--- src/itp_pkg.sv ---
// ----------------------------------------------------------------------------
// itp_pkg
// Shared types, character codes and the priority function of the
// infix to postfix converter.
// ----------------------------------------------------------------------------
package itp_pkg;

    localparam logic [7:0] CH_OPEN  = 8'h28;
    localparam logic [7:0] CH_CLOSE = 8'h29;
    localparam logic [7:0] CH_NOT   = 8'h21;
    localparam logic [7:0] CH_A     = 8'h41;
    localparam logic [7:0] CH_Z     = 8'h5A;

    localparam int SYM_W  = 8;
    localparam int USER_W = 3;

    localparam int USR_NO_SYMBOL = 0;
    localparam int USR_EXPR_LAST = 1;
    localparam int USR_OVERFLOW  = 2;

    typedef struct packed {
        logic [SYM_W-1:0] out_symbol;
        logic             no_symbol;
        logic             run_last;
        logic             expr_last;
        logic             overflow;
    } itp_result_t;

    function automatic logic [1:0] sym_prio(input logic [SYM_W-1:0] c);
        logic [1:0] p;
        if (c == CH_OPEN)
        begin
            p = 2'd0;
        end
        else if (c == CH_NOT)
        begin
            p = 2'd2;
        end
        else
        begin
            p = 2'd1;
        end
        return p;
    endfunction

endpackage

--- src/infix_to_postfix_converter_core.sv ---
// ----------------------------------------------------------------------------
// infix_to_postfix_converter_core
// Shunting-yard converter: infix characters in, postfix characters out.
// ----------------------------------------------------------------------------
// An operand letter or '(' goes from IDLE straight to DONE. A ')' or an
// operator first pops in CLOSE or OPER each symbol it emits, and in DONE an
// expression end pops every entry left on the stack. The pace is set by the
// operator stack memory, which gives one entry per cycle through its single
// read port, and by the one-entry output register; a stalled output stream
// holds the sequencer. The stack needs no clearing after reset.
// A push onto a full stack is dropped and reported as overflow on the final
// result of the expression.
// ----------------------------------------------------------------------------
module infix_to_postfix_converter_core #(
    parameter int STACK_DEPTH = 16
) (
    input  logic                         clk,
    input  logic                         rst_n,
    input  logic                         s_tvalid,
    output logic                         s_tready,
    input  logic [itp_pkg::SYM_W-1:0]    s_tdata,   // [7:0] symbol
    input  logic                         s_tlast,   // expr_end
    output logic                         m_tvalid,
    input  logic                         m_tready,
    output logic [itp_pkg::SYM_W-1:0]    m_tdata,   // [7:0] out_symbol
    output logic                         m_tlast,   // run_last
    output logic [itp_pkg::USER_W-1:0]   m_tuser    // [0] no_symbol, [1] expr_last, [2] overflow
);
    import itp_pkg::*;

    localparam int AW = $clog2(STACK_DEPTH);
    localparam int CW = $clog2(STACK_DEPTH + 1);

    localparam logic [1:0] S_IDLE  = 2'd0;
    localparam logic [1:0] S_CLOSE = 2'd1;
    localparam logic [1:0] S_OPER  = 2'd2;
    localparam logic [1:0] S_DONE  = 2'd3;

    logic [1:0]       state_reg, state_next;
    logic [SYM_W-1:0] sym_reg, sym_next;
    logic             end_reg, end_next;
    logic [CW-1:0]    count_reg, count_next;
    logic             ovf_reg, ovf_next;
    logic             pend_valid_reg, pend_valid_next;
    logic [SYM_W-1:0] pend_sym_reg, pend_sym_next;
    logic             fwd_reg;
    logic [SYM_W-1:0] fwd_data_reg;

    logic             we;
    logic [AW-1:0]    waddr;
    logic [SYM_W-1:0] wdata;
    logic [AW-1:0]    raddr;
    logic [SYM_W-1:0] rdata;
    logic [SYM_W-1:0] top_sym;
    logic [CW-1:0]    raddr_full;

    logic             out_push;
    itp_result_t      out_data;
    logic             out_free;

    logic             full;
    logic             empty;
    logic             can_put;

    assign top_sym    = fwd_reg ? fwd_data_reg : rdata;
    assign full       = (count_reg == CW'(STACK_DEPTH));
    assign empty      = (count_reg == '0);
    assign can_put    = !pend_valid_reg || out_free;
    assign waddr      = count_reg[AW-1:0];
    assign raddr_full = count_next - CW'(1);
    assign raddr      = raddr_full[AW-1:0];
    assign s_tready   = (state_reg == S_IDLE);

    always_comb
    begin
        state_next      = state_reg;
        sym_next        = sym_reg;
        end_next        = end_reg;
        count_next      = count_reg;
        ovf_next        = ovf_reg;
        pend_valid_next = pend_valid_reg;
        pend_sym_next   = pend_sym_reg;
        we              = 1'b0;
        wdata           = sym_reg;
        out_push        = 1'b0;
        out_data        = '{out_symbol: pend_sym_reg, no_symbol: 1'b0, run_last: 1'b0,
                            expr_last: 1'b0, overflow: 1'b0};

        case (state_reg)
            S_IDLE:
            begin
                if (s_tvalid)
                begin
                    sym_next = s_tdata;
                    end_next = s_tlast;
                    wdata    = s_tdata;
                    if (s_tdata inside {[CH_A:CH_Z]})
                    begin
                        pend_valid_next = 1'b1;
                        pend_sym_next   = s_tdata;
                        state_next      = S_DONE;
                    end
                    else if (s_tdata == CH_OPEN)
                    begin
                        if (full)
                        begin
                            ovf_next = 1'b1;
                        end
                        else
                        begin
                            we         = 1'b1;
                            count_next = count_reg + CW'(1);
                        end
                        state_next = S_DONE;
                    end
                    else if (s_tdata == CH_CLOSE)
                    begin
                        state_next = S_CLOSE;
                    end
                    else
                    begin
                        state_next = S_OPER;
                    end
                end
            end

            S_CLOSE:
            begin
                if (empty)
                begin
                    state_next = S_DONE;
                end
                else if (top_sym == CH_OPEN)
                begin
                    count_next = count_reg - CW'(1);
                    state_next = S_DONE;
                end
                else if (can_put)
                begin
                    out_push        = pend_valid_reg;
                    pend_valid_next = 1'b1;
                    pend_sym_next   = top_sym;
                    count_next      = count_reg - CW'(1);
                end
            end

            S_OPER:
            begin
                if (!empty && (sym_prio(sym_reg) <= sym_prio(top_sym)))
                begin
                    if (can_put)
                    begin
                        out_push        = pend_valid_reg;
                        pend_valid_next = 1'b1;
                        pend_sym_next   = top_sym;
                        count_next      = count_reg - CW'(1);
                    end
                end
                else
                begin
                    if (full)
                    begin
                        ovf_next = 1'b1;
                    end
                    else
                    begin
                        we         = 1'b1;
                        count_next = count_reg + CW'(1);
                    end
                    state_next = S_DONE;
                end
            end

            S_DONE:
            begin
                if (end_reg && !empty)
                begin
                    if (can_put)
                    begin
                        out_push        = pend_valid_reg;
                        pend_valid_next = 1'b1;
                        pend_sym_next   = top_sym;
                        count_next      = count_reg - CW'(1);
                    end
                end
                else if (pend_valid_reg || end_reg)
                begin
                    if (out_free)
                    begin
                        out_push           = 1'b1;
                        out_data.out_symbol = pend_valid_reg ? pend_sym_reg : '0;
                        out_data.no_symbol = !pend_valid_reg;
                        out_data.run_last  = 1'b1;
                        out_data.expr_last = end_reg;
                        out_data.overflow  = end_reg && ovf_reg;
                        pend_valid_next    = 1'b0;
                        if (end_reg)
                        begin
                            count_next = '0;
                            ovf_next   = 1'b0;
                        end
                        state_next = S_IDLE;
                    end
                end
                else
                begin
                    state_next = S_IDLE;
                end
            end

            default:
            begin
                state_next = S_IDLE;
            end
        endcase
    end

    always_ff @(posedge clk or negedge rst_n)
    begin
        if (!rst_n)
        begin
            state_reg      <= S_IDLE;
            count_reg      <= '0;
            ovf_reg        <= 1'b0;
            pend_valid_reg <= 1'b0;
            end_reg        <= 1'b0;
            fwd_reg        <= 1'b0;
        end
        else
        begin
            state_reg      <= state_next;
            count_reg      <= count_next;
            ovf_reg        <= ovf_next;
            pend_valid_reg <= pend_valid_next;
            end_reg        <= end_next;
            fwd_reg        <= we && (waddr == raddr);
        end
    end

    always_ff @(posedge clk)
    begin
        sym_reg      <= sym_next;
        pend_sym_reg <= pend_sym_next;
        fwd_data_reg <= wdata;
    end

    itp_stack_ram #(
        .DEPTH (STACK_DEPTH)
    ) u_stack (
        .clk   (clk),
        .we    (we),
        .waddr (waddr),
        .wdata (wdata),
        .raddr (raddr),
        .rdata (rdata)
    );

    itp_out_reg u_out (
        .clk      (clk),
        .rst_n    (rst_n),
        .push     (out_push),
        .din      (out_data),
        .free     (out_free),
        .m_tvalid (m_tvalid),
        .m_tready (m_tready),
        .m_tdata  (m_tdata),
        .m_tlast  (m_tlast),
        .m_tuser  (m_tuser)
    );

endmodule

--- src/itp_stack_ram.sv ---
// ----------------------------------------------------------------------------
// itp_stack_ram
// Operator stack storage: one write port, one read port, registered read
// data.
// ----------------------------------------------------------------------------
module itp_stack_ram #(
    parameter int DEPTH = 16
) (
    input  logic                       clk,
    input  logic                       we,
    input  logic [$clog2(DEPTH)-1:0]   waddr,
    input  logic [itp_pkg::SYM_W-1:0]  wdata,
    input  logic [$clog2(DEPTH)-1:0]   raddr,
    output logic [itp_pkg::SYM_W-1:0]  rdata
);
    import itp_pkg::*;

    logic [SYM_W-1:0] mem [DEPTH];
    logic [SYM_W-1:0] rdata_reg;

    always_ff @(posedge clk)
    begin
        if (we)
        begin
            mem[waddr] <= wdata;
        end
    end

    always_ff @(posedge clk)
    begin
        rdata_reg <= mem[raddr];
    end

    assign rdata = rdata_reg;

endmodule

--- src/itp_out_reg.sv ---
// ----------------------------------------------------------------------------
// itp_out_reg
// Output register of the result stream; frees the control logic from the
// downstream handshake.
// ----------------------------------------------------------------------------
module itp_out_reg (
    input  logic                         clk,
    input  logic                         rst_n,
    input  logic                         push,
    input  itp_pkg::itp_result_t         din,
    output logic                         free,
    output logic                         m_tvalid,
    input  logic                         m_tready,
    output logic [itp_pkg::SYM_W-1:0]    m_tdata,   // [7:0] out_symbol
    output logic                         m_tlast,   // run_last
    output logic [itp_pkg::USER_W-1:0]   m_tuser    // [0] no_symbol, [1] expr_last, [2] overflow
);
    import itp_pkg::*;

    logic        valid_reg;
    logic        valid_next;
    itp_result_t data_reg;

    assign free = !valid_reg || m_tready;

    always_comb
    begin
        valid_next = valid_reg;
        if (push)
        begin
            valid_next = 1'b1;
        end
        else if (m_tready)
        begin
            valid_next = 1'b0;
        end
    end

    always_ff @(posedge clk or negedge rst_n)
    begin
        if (!rst_n)
        begin
            valid_reg <= 1'b0;
        end
        else
        begin
            valid_reg <= valid_next;
        end
    end

    always_ff @(posedge clk)
    begin
        if (push)
        begin
            data_reg <= din;
        end
    end

    assign m_tvalid = valid_reg;
    assign m_tdata  = data_reg.out_symbol;
    assign m_tlast  = data_reg.run_last;
    assign m_tuser  = {data_reg.overflow, data_reg.expr_last, data_reg.no_symbol};

endmodule

--- config.mk ---
export PLATFORM = sky130hd
export DESIGN_NAME = infix_to_postfix_converter_core
export DESIGN_NICKNAME = d
export VERILOG_FILES = /design/src/itp_pkg.sv /design/src/infix_to_postfix_converter_core.sv /design/src/itp_stack_ram.sv /design/src/itp_out_reg.sv
export SDC_FILE = /design/constraint.sdc
export NUM_CORES = 1
export LEC_CHECK = 0
export BUFFER_PORTS_ARGS = -buffer_cell sky130_fd_sc_hd__buf_4
export CORE_MARGIN = 2
export CORE_UTILIZATION = 40
export CTS_BUF_LIST = sky130_fd_sc_hd__clkbuf_4 sky130_fd_sc_hd__clkbuf_8
export CTS_CLUSTER_DIAMETER = 60
export DETAILED_ROUTE_END_ITERATION = 6
export HOLD_SLACK_MARGIN = 0.08
export PLACE_DENSITY = 0.55
export SYNTH_ARGS = -nofsm -noshare
export SYNTH_HDL_FRONTEND = slang
export SYNTH_HIERARCHICAL = 1
export SYNTH_SLANG_ARGS = --single-unit
--- constraint.sdc ---
create_clock -name clk -period 6.3 [get_ports clk]
set_input_delay 0.315 -clock clk [delete_from_list [all_inputs] [get_ports clk]]
set_output_delay 0.315 -clock clk [all_outputs]
set_load 0.05 [all_outputs]
======== After elaboration in Yosys (flattened, before gate mapping) ========
Memory sizes are Yosys's and may differ from the RTL's. A register that Yosys moved wholly into a read port is not among the register bits.
Index checks and enable logic that the tools add are counted.
storage, ports and cells
  register bits ........................... 40
  RAM bits ................................ 128
  bits of input ports ..................... 13
  output and inout bits ................... 14
  word-level logic and storage cells ...... 158
  memories kept ........................... 1
cells by class
  $add $sub $neg .......................... 3
  magnitude comparators ................... 3
  equal/unequal tests ..................... 28
  muxes and demuxes ....................... 84
  bitwise logic cells ..................... 3
  reductions and logical operators ........ 22
memories
  name         words  bits a word  rd ports  clocked after memory_dff  write ports  line                 RTL
  u_stack.mem  16     8            1         1                         1            itp_stack_ram.sv:18  logic [SYM_W-1:0] mem [DEPTH];
operators with widths
  cell                   number
  $mux W8                11
  $mux W5                12
  $eq A8 B6 Y1 const B   6
  $mux W12               4
  $mux W1                34
  $mux W2                16
  $pmux W8 S4            1
  $ne A2 B2 Y1 const B   11
  $pmux W5 S4            1
  $ne A3 B3 Y1 const B   4
  $reduce_and A9 Y1      1
  $ge A8 B7 Y1 const B   1
  $le A8 B7 Y1 const B   1
  $pmux W2 S4            1
  $reduce_and A7 Y1      1
  $pmux W1 S3            2
  $reduce_and A6 Y1      1
  $add A5 B1 Y5 const B  1
  $eq A5 B5 Y1 const B   1
  $logic_and A1 B1 Y1    5
  $logic_not A5 Y1       1
  $reduce_and A5 Y1      1
  $sub A5 B1 Y5 const B  1
  $eq A2 B2 Y1 const B   2
  other kinds (16)       23

======== Depth between registers and ports, before layout ========
Gate-level depths: netlist of the first run.
  word-level depth ........................ 12
  mapped depth ............................ 18
  depth with buffers taken out ............ 17

======== Hierarchy ========
Netlist of the first run, hierarchy kept.
modules (own cells, without submodules)
  module                           instances  cells an instance  area an instance (um^2)  sequential area each (um^2)
  itp_stack_ram                    1          229                5147.4                   4003.8
  infix_to_postfix_converter_core  1          286                2441.1                   675.6
  itp_out_reg                      1          15                 407.9                    385.4

======== Worst setup path after synthesis of the first run ========
No wires, ideal clock.
  path kind ............................... register -> register
  start ................................... reg u_stack.rdata_reg[6] (netlist: u_stack/rdata[6]), read port of u_stack.mem
  end ..................................... reg u_stack.rdata_reg[4] (netlist: u_stack/rdata[4]), read port of u_stack.mem
  library setup time ...................... 0.120 ns
  arrival time ............................ 4.275 ns
  required time ........................... 6.180 ns
  slack ................................... 1.905 ns
  stages on the path, launching flop included .. 19
  path buffers ............................ 2
  clock period less this slack ............ 4.395 ns
  path through ............................ dfxtp_1 -> or4b_1 -> or4_1 -> buf_2 -> and2_4 -> and2_2 -> ha_1 -> a21boi_0 -> o21ai_0 -> o41a_1 -> a32o_1 -> nand3_2 -> inv_1 -> ha_1 -> inv_1 -> buf_2 -> mux4_2 -> a22oi_1 -> nand2_1
between the ends
  longest elaborated chain between the ends .. 10
  elaborated cells between the ends (all ways) .. 13
  classes of those cells .................. add/sub (1); order compare (1); eq/ne (2); mux (8); reduce/logical (1)
RTL lines
  element              line                                    RTL
  start, declared      itp_stack_ram.sv:19                     logic [SYM_W-1:0] rdata_reg;
  $mux W8 *            infix_to_postfix_converter_core.sv:65   assign top_sym = fwd_reg ? fwd_data_reg : rdata;
  $eq A8 B6 Y1         itp_pkg.sv:35                           else if (c == CH_NOT)
  $mux W2              itp_pkg.sv:35
  $mux W2              itp_pkg.sv:31                           if (c == CH_OPEN)
  $mux W2              infix_to_postfix_converter_core.sv:89   case (state_reg)
  $le A2 B2 Y1         infix_to_postfix_converter_core.sv:149  if (!empty && (sym_prio(sym_reg) <= sym_prio(top_sym)))
  $logic_and A1 B1 Y1  infix_to_postfix_converter_core.sv:149
  $mux W5              infix_to_postfix_converter_core.sv:149
  $pmux W5 S4 *        infix_to_postfix_converter_core.sv:89
  via count_next[0]    infix_to_postfix_converter_core.sv:42   logic [CW-1:0] count_reg, count_next;
  $sub A4 B1 Y4 *      infix_to_postfix_converter_core.sv:70   assign raddr_full = count_next - CW'(1);
  via raddr_full[0]    infix_to_postfix_converter_core.sv:55   logic [CW-1:0] raddr_full;
The timed path passes the listed nets; every way through them passes the cells marked *. The select of a mux whose other input is x is not followed.
A chain may end at the register's enable or synchronous reset.

======== Worst setup path in the final report of the first run ========
  start ................................... reg fwd_reg
  end ..................................... reg u_stack.rdata_reg[4] (netlist: u_stack/rdata[4]), read port of u_stack.mem
between the ends
  longest elaborated chain between the ends .. 10
  elaborated cells between the ends (all ways) .. 13
  classes of those cells .................. add/sub (1); order compare (1); eq/ne (2); mux (8); reduce/logical (1)
RTL lines
  element                 line                                    RTL
  start, declared         infix_to_postfix_converter_core.sv:46   logic fwd_reg;
  start signal, assigned  infix_to_postfix_converter_core.sv:236  fwd_reg <= we && (waddr == raddr);
  $mux W8 *               infix_to_postfix_converter_core.sv:65
  $eq A8 B6 Y1            itp_pkg.sv:35
  $mux W2                 itp_pkg.sv:35
  $mux W2                 itp_pkg.sv:31
  $mux W2                 infix_to_postfix_converter_core.sv:89
  $le A2 B2 Y1            infix_to_postfix_converter_core.sv:149
  $logic_and A1 B1 Y1     infix_to_postfix_converter_core.sv:149
  $mux W5                 infix_to_postfix_converter_core.sv:149
  $pmux W5 S4 *           infix_to_postfix_converter_core.sv:89
  via count_next[0]       infix_to_postfix_converter_core.sv:42
  $sub A4 B1 Y4 *         infix_to_postfix_converter_core.sv:70
  via raddr_full[0]       infix_to_postfix_converter_core.sv:55
Marks and branches as above.

==> impl_results.md, run 1 <==
- Status: complete, no violations
- Reg-to-Reg End: u_stack/rdata[4]
- DRC: 0
- Vias per cell: 5.59
- Post-route insts no fill: 837
- RSZ-0062 raised after global routing: false
- Post-synth EDFFs: 148
- Required time of the critical path: 6640 ps
- Routability Congestion: 0.936
- I/O Buffers: 26
- Placed cells: 803
- Mean Syn Cell Area: 15.1 um2
- Gate Count Post-Synth: 530
- Post-route ant nets: 0
- Leading area contributor after synthesis: edfxtp_1
- Slew Viols, Final: 0
- Synth cell types: 72
- Max H-tree Level: 4
- Final worst path period need: 5290 ps
- Per-cell routed wire length: 20.2 um
- Setup ws final: 1010 ps
- Fraction of final layout cells sized beyond drive strength 1: 0.205
- Mapped Area: 8000 um2
- Final Cycle Share: 0.840
- First-pass GRT wire length: 26,700 um
- DRT iter0 DRCs: 434
- Diode count: 0
- Vias in the first global route: 4,561
- Core Footprint: 19,500 um2
- Startpoint types: register
- Count of standard-cell rows: 51
- Top area cells in the synthesized netlist: edfxtp_1, mux4_2, mux4_1, dfxtp_1, dfrtp_1
- Total Routing Usage GR: 0.164
- Hold Crit Endpoint: pend_sym_reg[3]
- Crit path arrival time: 5630 ps
- Worst path top cell family by delay: simple AND/OR/NAND/NOR gates
- Seq cells post-synth: 176
- Hold Vio Cnt, Final: 0
- CTS Buf Count: 17
- Place WS: 1050 ps
- Post-synth top area share: 0.556
- Post-synth ARST share: 0.0682
- Worst path slowest cell: dfrtp_1
- Hold path depth: 3
- Grt total ovfl: 0
- Synthesized Nets: 552
- Worst R2R Start: fwd_reg
- Most frequent CP cell: ha_1
- Sequential area share after synthesis: 0.633
- Max-Cap Viols: 0
- CP max FO: 32
- Synth warn: 6
- Most common cell after layout, fill and taps aside: edfxtp_1
- Fmax achieved: 189 MHz
- CTS tree: done
- Synth-to-layout area growth: 10.5%
- Finish-stage setup viols: 0
- Clk slew on worst S/H paths: 100 ps
- Largest net degree at the start of global routing: 34
- Critical path's largest stage delay: 580 ps
- Vias: 4,680
- Ports: 27
- Dpl hpwl: 11,500 um
- CP endpoint kind: register
- Largest Register: u_stack/mem
- Skew final: 19.6 ps
- Synth Flop Type: edfxtp_1
- Die width: 145 um
- Max reg flops: 128
- Fin nets: 581
- Clock sinks: 176
- Worst Tran Pin Value: 956 ps
- Fill count: 1,750
- Die area: 21,100 um2
- Critical-path cell list: or3b_2, or4_1, and2_4, and2_2, ha_1, a21boi_0, o21ai_0, o41a_1, a32o_1, nand3_2, clkinv_1, ha_1, inv_1, buf_4, mux4_2, a22oi_1, nand2_1
- Reg2Reg Setup Slack: 1010 ps
- CTS Root Cell: clkbuf_8
- Maximum buffer depth of the clock tree: 2
- Reg2reg path depth: 17
- Max_slew headroom: 0.359
- Initial antenna violation count: 0
- HP Start: s_tdata[3]
- TritonRoute pass-1 iters: 5
- Sum Neg Setup Slack: 0 ps
- Detailed-route wire length: 16,900 um
- Hold crit path type: in2reg
- Starting density of the core: 0.410
- Bufs and invs on worst path: 3
- Die Ht: 145 um
- # Post-CTS Setup Buffers: 0
- Most frequent cells in the layout: edfxtp_1, nand2_1, buf_4
- WS Path Type: reg2reg
- Clock latency on the worst-skew pair: 450 ps
==> cell type report <==
class,instances,area (um2),share of cell area
timing repair buffer,37,283,0.0320
clock inverter,14,151,0.0171
inverter,12,45.0,0.00510
multi-input combinational,315,2720,0.307
clock buffer,18,241,0.0273
sequential,176,5060,0.573
tap,265,332,0.0375
==> layer usage <==
layer,global-route usage,routed length [um],vias to the layer above
met5,0,0,-
met1,0.234,7780,2375
met2,0.262,8080,149
met3,0.0376,934,12
li1,-,-,2144
met4,0.0353,124,0
==> worst max path at each step <==
stage,start,endpoint,slack [ps],cells after the start
floorplan,u_stack/rdata[6],u_stack/rdata[4],1910,18
global placement,fwd_reg,u_stack/rdata[2],1120,17
detailed placement,fwd_reg,u_stack/rdata[4],1050,17
CTS,fwd_reg,u_stack/rdata[2],1020,17
global route,fwd_reg,u_stack/rdata[2],700,17
finish,fwd_reg,u_stack/rdata[4],1010,17
==> stage by stage <==
stage | hold slack (ps) | cell area (um2) | utilization
after floorplan | 19.4 | 8000 | -
after global placement | 184 | 8420 | 0.431
after detailed placement | 183 | 8420 | 0.431
after CTS | 168 | 8830 | 0.452
after global routing | 193 | 8830 | 0.452
final | 195 | 8830 | 0.452
==> timing repair <==
action / CTS / global route
endpoints found under the hold margin: 13 / 0
gates resized for setup: 0 / 0
hold buffers: 2 / 0
==> logic make-up (layout without fill, tap and decap cells) <==
family          Yosys count  count (layout)  synth area share
compound gates           87              87            0.0743
buf+inv                  39              81            0.0277
xor+xnor                 13              13            0.0171
flops                   176             176             0.633
mux                      55              55             0.128
fa+ha+maj                 9               9            0.0141
simple gates            151             151             0.106
==> worst reg2reg max path, cell delays in order (launching register included) <==
cell and delay, ps:
dfrtp_1 580, or3b_2 530, or4_1 520, and2_4 220
and2_2 190, ha_1 280, a21boi_0 220, o21ai_0 170
o41a_1 400, a32o_1 260, nand3_2 130, clkinv_1 110
ha_1 300, inv_1 60, buf_4 400, mux4_2 390
a22oi_1 310, nand2_1 110
==> cell usage after synthesis (all sizes together) (3+ instances only) <==
master         number
a21oi              18
a221oi              3
a22oi              16
a31oi               5
a32o                3
and2                7
buf                13
clkbuf             11
clkdlybuf4s25       3
dfrtp              12
dfxtp              16
edfxtp            148
ha                  9
inv                12
mux2               13
mux2i              10
mux4               32
nand2              40
nand2b              8
nand3               8
nand3b              3
nand4               4
nand4b              4
nor2               28
nor2b              14
nor3               10
nor3b               3
nor4                4
o2111ai             3
o211ai              4
o21ai              20
or3b                3
or4                 3
xnor2               7
xor2                5
Power of run 1 is not shown: default switching activity piles up to over one toggle a cycle in this logic, so the estimate is an artifact.
==> inputs of run 2 (changes only) <==
==> constraint.sdc (replaced) <==
create_clock -name clk -period 5.4 [get_ports clk]
set_input_delay 0.27 -clock clk [delete_from_list [all_inputs] [get_ports clk]]
set_output_delay 0.27 -clock clk [all_outputs]
set_load 0.05 [all_outputs]
==> run 2 against run 1 <==
Setup slack got worse by 630 ps. Largest cell class unchanged. Critical path depth unchanged. Critical path type unchanged. Sequential cell count did not move. Non-clock buffer count up 10. Via count decreased by 0.66%.
==> impl_results.md, run 2 (synthesized netlist as in run 1, its figures left out) <==
- CTS tree: done
- Fmax achieved: 199 MHz
- Hold Crit Endpoint: u_out/m_tvalid
- Reg2reg path depth: 17
- WS Path Type: reg2reg
- Bufs and invs on worst path: 3
- Worst Tran Pin Value: 924 ps
- CTS Root Cell: clkbuf_8
- Largest Register: u_stack/mem
- Max-Cap Viols: 0
- CP max FO: 32
- DRT iter0 DRCs: 347
- Vias in the first global route: 4,599
- First-pass GRT wire length: 26,600 um
- Sum Neg Setup Slack: 0 ps
- CP endpoint kind: register
- Max H-tree Level: 4
- Clock sinks: 176
- Skew final: 23.4 ps
- Status: complete, no violations
- Worst R2R Start: u_stack/rdata[6]
- Worst path slowest cell: or4_1
- Clock latency on the worst-skew pair: 460 ps
- Count of standard-cell rows: 51
- Initial antenna violation count: 0
- Fin nets: 591
- Finish-stage setup viols: 0
- Die Ht: 145 um
- Diode count: 0
- Detailed-route wire length: 16,800 um
- Slew Viols, Final: 0
- Hold Vio Cnt, Final: 0
- Reg2Reg Setup Slack: 380 ps
- Vias: 4,649
- HP Start: m_tready
- Fraction of final layout cells sized beyond drive strength 1: 0.216
- Required time of the critical path: 5710 ps
- Crit path arrival time: 5330 ps
- Dpl hpwl: 11,600 um
- Post-route insts no fill: 847
- I/O Buffers: 26
- Most frequent CP cell: ha_1
- Hold crit path type: in2reg
- Clk slew on worst S/H paths: 100 ps
- Die width: 145 um
- Area of the multi-input gates: 2720 um2
- FF+latch area: 5060 um2
- Critical path's largest stage delay: 610 ps
- Final design utilization: 0.456
- Most frequent cells in the layout: edfxtp_1, buf_4, nand2_1
- Fill count: 1,747
- Hold path depth: 3
- DRC: 0
- Post-route ant nets: 0
- Core Footprint: 19,500 um2
- Vias per cell: 5.49
- Largest net degree at the start of global routing: 33
- Critical-path cell list: or4b_1, or4_1, and2_4, and2_2, ha_1, a21boi_0, o21ai_0, o41a_1, a32o_1, nand3_2, clkinv_1, ha_1, inv_1, buf_12, mux4_1, a22oi_1, nand2_1
- Final Cycle Share: 0.930
- Maximum buffer depth of the clock tree: 2
- Most common cell after layout, fill and taps aside: edfxtp_1
- Worst path top cell family by delay: simple AND/OR/NAND/NOR gates
- Die area: 21,100 um2
- Placed cells: 813
- Startpoint types: register
- Final worst path period need: 5020 ps
- Synth-to-layout area growth: 11.4%
- RSZ-0062 raised after global routing: false
- Grt total ovfl: 0
- Starting density of the core: 0.410
- Max reg flops: 128
- CTS Buf Count: 17
- Ports: 27
- TritonRoute pass-1 iters: 5
- CP Launch Point: u_stack/rdata[6]
- Total Routing Usage GR: 0.165
- Max_slew headroom: 0.381
- Routability Congestion: 0.885
- Reg-to-Reg End: u_stack/rdata[5]
- Per-cell routed wire length: 19.8 um
run 2: timing repair:
| item | in CTS | in global routing |
|---|---|---|
| resized for setup | 0 | 0 |
| buffers inserted | 0 | 0 |
| hold buffers | 2 | 0 |
| endpoints found under the hold margin | 13 | 0 |
run 2: worst max path at each step:
| stage | endpoint | slack [ps] | cells past startpoint |
|---|---|---|---|
| 6_report | u_stack/rdata[5] | 380 | 17 |
| 5_1_grt | u_stack/rdata[5] | 180 | 17 |
| 3_5_place_dp | u_stack/rdata[5] | 430 | 17 |
| 2_1_floorplan | u_stack/rdata[4] | 1010 | 18 |
| 3_3_place_gp | u_stack/rdata[5] | 480 | 17 |
| 4_1_cts | u_stack/rdata[5] | 410 | 17 |
run 2: final cells by class:
cell class	count	area share
flip-flops and latches	176	0.569
multi-input cells	315	0.305
repair buffers	47	0.0416
well taps	265	0.0372
clock buffers	17	0.0263
clock inverters	15	0.0164
inverters	12	0.00506
run 2: metal layers:
metal	wire length, um	share of wire	up-vias	global-route usage
met5	0	0	-	0
met4	137	0.0082	0	0.0353
met3	697	0.041	8	0.0382
met2	8060	0.48	123	0.265
met1	7910	0.47	2355	0.230
li1	-	-	2163	-
run 2: through the flow:
stage	hold slack (ps)	worst slack (ps)	instance area [um2]
final	139	380	8910
after global routing	119	176	8910
after CTS	108	408	8910
after detailed placement	135	433	8510
after global placement	133	484	8510
after floorplan	-25.6	1010	8000
run 2: worst min-delay path, stage by stage:
cell and delay (ps):
buf_4 70, nand2b_4 160, nand2b_2 60
Power of run 2 is left out for the same reason.
